--- config.mk ---
export PLATFORM = sky130hd
export DESIGN_NAME = acc_cpu_outq
export DESIGN_NICKNAME = d
export VERILOG_FILES = /design/src/hw/rtl/acc_cpu_pkg.sv /design/src/hw/rtl/acc_cpu_outq.sv
export SDC_FILE = /design/constraint.sdc
export NUM_CORES = 1
export LEC_CHECK = 0
export BUFFER_PORTS_ARGS = -buffer_cell sky130_fd_sc_hd__buf_2
export CAP_MARGIN = 20
export CORE_UTILIZATION = 47
export DETAILED_ROUTE_END_ITERATION = 12
export GPL_TIMING_DRIVEN = 1
export PLACE_DENSITY = 0.76
export SKIP_LAST_GASP = 1
export SYNTH_ARGS = -nofsm -noshare
export SYNTH_HDL_FRONTEND = slang
export SYNTH_SLANG_ARGS = --single-unit
export TNS_END_PERCENT = 50
--- constraint.sdc ---
create_clock -name clk -period 7.09 [get_ports clk]
set_input_delay 0.3545 -clock clk [delete_from_list [all_inputs] [get_ports clk]]
set_output_delay 0.3545 -clock clk [all_outputs]
set_load 0.01 [all_outputs]
--- src/hw/rtl/acc_cpu_pkg.sv ---
// ----------------------------------------------------------------------------
// acc_cpu_pkg
// shared types and constants of the accumulator cpu execute block
// ----------------------------------------------------------------------------
package acc_cpu_pkg;

  localparam int DATA_WORDS = 4096;
  localparam int ADDR_W     = $clog2(DATA_WORDS);
  localparam int WORD_W     = 32;
  localparam int IMM_W      = 24;
  localparam int OPC_W      = 8;
  localparam int IN_W       = 24;
  localparam int OUT_W      = 136;

  typedef enum logic [OPC_W-1:0] {
    OP_LDC  = 8'd0,
    OP_ADC  = 8'd1,
    OP_LDL  = 8'd2,
    OP_STL  = 8'd3,
    OP_LDNL = 8'd4,
    OP_STNL = 8'd5,
    OP_ADD  = 8'd6,
    OP_SUB  = 8'd7,
    OP_SHL  = 8'd8,
    OP_SHR  = 8'd9,
    OP_ADJ  = 8'd10,
    OP_A2SP = 8'd11,
    OP_SP2A = 8'd12,
    OP_CALL = 8'd13,
    OP_RET  = 8'd14,
    OP_BRZ  = 8'd15,
    OP_BRLZ = 8'd16,
    OP_BR   = 8'd17,
    OP_HALT = 8'd18
  } op_t;

  typedef enum logic [1:0] {
    ST_RUN  = 2'd0,
    ST_HALT = 2'd1,
    ST_ILL  = 2'd2
  } stop_t;

  typedef struct packed {
    stop_t             stop;
    logic [WORD_W-1:0] b;
    logic [WORD_W-1:0] a;
    logic [WORD_W-1:0] sp;
    logic [WORD_W-1:0] pc;
  } arch_t;

  typedef struct packed {
    logic              we;
    logic [ADDR_W-1:0] addr;
    logic [WORD_W-1:0] data;
  } mem_wr_t;

endpackage

--- src/hw/rtl/acc_cpu_outq.sv ---
// ----------------------------------------------------------------------------
// acc_cpu_outq
// two entry result queue in front of the output channel
// ----------------------------------------------------------------------------
module acc_cpu_outq (
  input  logic                           clk,
  input  logic                           rst_n,
  input  logic                           push,
  input  acc_cpu_pkg::arch_t             push_data,
  output logic                           full,
  output logic                           out_tvalid,
  input  logic                           out_tready,
  output logic [acc_cpu_pkg::OUT_W-1:0]  out_tdata
);
  import acc_cpu_pkg::*;

  arch_t      q_r [2];
  logic       head_r;
  logic       tail_r;
  logic [1:0] cnt_r;
  logic [1:0] cnt_nxt;
  logic       pop;

  assign pop        = out_tvalid && out_tready;
  assign out_tvalid = (cnt_r != 2'd0);
  assign full       = (cnt_r == 2'd2);
  assign out_tdata  = {{(OUT_W-$bits(arch_t)){1'b0}}, q_r[head_r]};

  always_comb begin
    cnt_nxt = cnt_r;
    if (push && !pop) begin
      cnt_nxt = cnt_r + 2'd1;
    end else if (pop && !push) begin
      cnt_nxt = cnt_r - 2'd1;
    end
  end

  always_ff @(posedge clk) begin
    if (!rst_n) begin
      head_r <= 1'b0;
      tail_r <= 1'b0;
      cnt_r  <= 2'd0;
    end else begin
      cnt_r <= cnt_nxt;
      if (push) begin
        tail_r <= ~tail_r;
      end
      if (pop) begin
        head_r <= ~head_r;
      end
    end
  end

  always_ff @(posedge clk) begin
    if (push) begin
      q_r[tail_r] <= push_data;
    end
  end

endmodule

==> impl_metrics.py <==
metrics = {
    "clocking": {
        "postCtsSetupRepairBufs": 0,
        "cts.path.max_buffers": 3,
        "clockRootBuffer": "clkbuf_16",
        "cts_max_level": 1,
        "insertion_delay_ns": 0.51,
        "cts_tree": "built",
        "cts.sinks": 265,
        "cts-buffers-inserted": 27,
        "path_clk_slew_ns": 0.06,
        "cts_resized": 0,
        "ctsHoldBuffers": 0,
    },
    "finish": {
        "num_antenna_cells": 0,
        "fillers": 1484,
        "multiInputGateArea_sq_um": 1620,
        "final_cell_mix": "265 x buf_2, 260 x edfxtp_1, 130 x mux2_2",
        "synthToLayoutAreaGrowth_pct": 25.3,
        "final_common_cell": "buf_2",
        "layout-drive-gt1-share_pct": 60.1,
        "fin_nets": 852,
        "final_core_util_pct": 59.9,
        "regArea_sq_um": 7910,
    },
    "sta": {
        "min_period_ns": 2.91,
        "tightestPinTransition_ns": 0.924,
        "fin_worst_skew_ns": 0.00566,
        "slew-limit-headroom_pct": 38.4,
        "report.final.slew_viol_count": 0,
        "setup_viol": 0,
        "finalCritPeriodShare_pct": 41.0,
        "max_freq_ghz": 0.344,
        "setup_tns_ns": 0,
        "finalHoldViolCount": 0,
        "rsz0062_at_grt": "no",
    },
    "floorplanning": {
        "ios": 272,
        "start_util_pct": 47.8,
        "num_rows": 52,
        "die_h_um": 145,
        "core_sq_um": 20200,
        "dieArea_sq_um": 21200,
        "fp.dieW_um": 145,
    },
    "outcome": {
        "status": "completed",
    },
    "detailed_routing": {
        "highest_layer": "met5",
        "wl_met1_mm": 6.68,
        "finalWirelength_mm": 18.0,
        "wire_per_inst_um": 17.8,
        "vias_per_cell": 4.89,
        "drc_errors": 0,
        "drt_iter0_drc": 171,
        "drtPass1Iterations": 4,
        "route.met2.wl_mm": 9.44,
        "dr_wl_met3_mm": 1.25,
        "ant_nets": 0,
        "via_count": 4919,
    },
    "synth": {
        "avgSynthCellArea_sq_um": 22.3,
        "yosys_warnings": 0,
        "yosysSeqAreaShare_pct": 81.7,
        "syn-cell-area_sq_um": 9680,
        "synthCells": 433,
        "synthDistinctLibCells": 18,
        "synth_seq_cells": 265,
    },
    "pwr": {
        "cellPowerDensity_nw_per_um2": 338,
        "ir_drop_uv": 224,
        "power.leakage_nw": 4.54,
    },
    "hold_path": {
        "hold_path.class": "in -> reg",
    },
    "run": {
        "drv_cap": 0,
    },
    "setup_path": {
        "cp_data_arrival_time_ns": 2.55,
        "crit_path_max_fanout": 77,
        "startpoint_type": "flop",
        "critPathBufInv": 3,
        "end_kind": "output port",
        "crit_family": "buffers and inverters",
        "critPathKind": "reg -> out",
        "crit_required_ns": 6.74,
        "critical_path.max_stage_delay_ns": 0.68,
        "cp_slowest_cell": "dfxtp_4",
        "cp_cell_sequence": "buf_4, buf_16, mux2_2, buf_2",
    },
    "global_routing": {
        "gr-total-overflow": 0,
        "grt_use_total_pct": 16.7,
        "grt_antenna_before_repair": 2,
        "grt_pass1_wl_mm": 27.7,
        "grt_pass1_vias": 5234,
        "grt_max_degree": 91,
    },
    "placed_design": {
        "place.gp.congestion": 0.755,
        "place_hpwl_mm": 11.8,
        "io_buffers": 265,
    },
}
-- path summary, 6_finish.rpt --
check / from / end / slack, ns / cells past startpoint
worst max-delay path: flop / out_tdata[6] / 4.18 / 4
worst min-delay path: push_data[3] / q_r[0][3] / 0.03 / 1
worst max register to register: tail_r / q_r[0][129] / 4.65 / 3
worst min register to register: cnt_r[1] / cnt_r[1] / 0.53 / 2
-- report_power, final --
part	switching (mW)	leakage [nW]	total [mW]	internal, mW
Sequential	0.0613	2.48	1.88	1.82
Combinational	0.401	1.62	0.831	0.430
Clock	0.547	0.432	1.38	0.834
Total	1.01	4.54	4.10	3.09
-- logic make-up (layout without fill, tap and decap cells) --
logic type	after synthesis	after routing	share of synthesized area, %
adder cells (fa/ha/maj)	1	1	0.129
buffers and inverters	20	318	1.86
multiplexers	130	130	15.1
other	1	6	0.0388
flip-flops	265	265	81.7
AND/OR/NAND/NOR	9	9	0.582
XOR/XNOR	3	3	0.272
AO/OA/AOI/OAI	4	4	0.259
-- sequential cells by signal, indices dropped and copies added (netlist names), named ones only --
name	count
cnt_r	2
q_r	260
head_r	1
tail_r	1
-- metrics by stage --
stage          area (sq um)  cells  setup slack, ns  hold slack (ns)  total power [mW]
6_report              12100   1006             4.18           0.0276              4.10
5_1_grt               12100   1006             4.06          0.00294              4.25
4_1_cts               12100   1005             3.80          0.00288              4.13
3_5_place_dp          11200    957             4.35            0.523              2.75
3_3_place_gp          11200    957             4.42            0.492              2.72
2_1_floorplan          9690    438            0.400            0.453              2.48
-- cell type report --
type | instances | share of cell area [%]
clock inverters | 20 | 1.59
clock buffers | 28 | 5.60
multi-input cells | 153 | 13.3
flip-flops and latches | 265 | 65.3
repair buffers | 270 | 11.4
well taps | 270 | 2.79
-- per-layer routing --
layer,vias to the layer above,track usage [%]
met2,179,29.6
met5,-,0
met3,39,5.30
li1,2275,-
met4,4,5.42
met1,2422,19.1
-- synth_stat cells --
cell type | instances | area share [%]
buf_4 | 7 | 0.54
xnor2_1 | 2 | 0.18
mux2_2 | 130 | 15
xor2_1 | 1 | 0.091
or2_2 | 1 | 0.065
conb_1 | 1 | 0.039
a21boi_1 | 1 | 0.078
edfxtp_1 | 260 | 81
or3_1 | 1 | 0.065
dfxtp_1 | 5 | 1.0
nor2b_1 | 3 | 0.19
ha_1 | 1 | 0.13
o21a_1 | 1 | 0.078
buf_2 | 3 | 0.16
o21ai_0 | 1 | 0.052
buf_6 | 10 | 1.2
o21ai_1 | 1 | 0.052
and2_1 | 4 | 0.26
-- worst reg2reg max path, delay by kind of cell, from the launching register on --
kind	cells	cell delay (ns)
buffers and inverters	2	1.54
DFF	1	0.34
and+or+nand+nor	1	0.11
(Power assumes the default switching activity.)
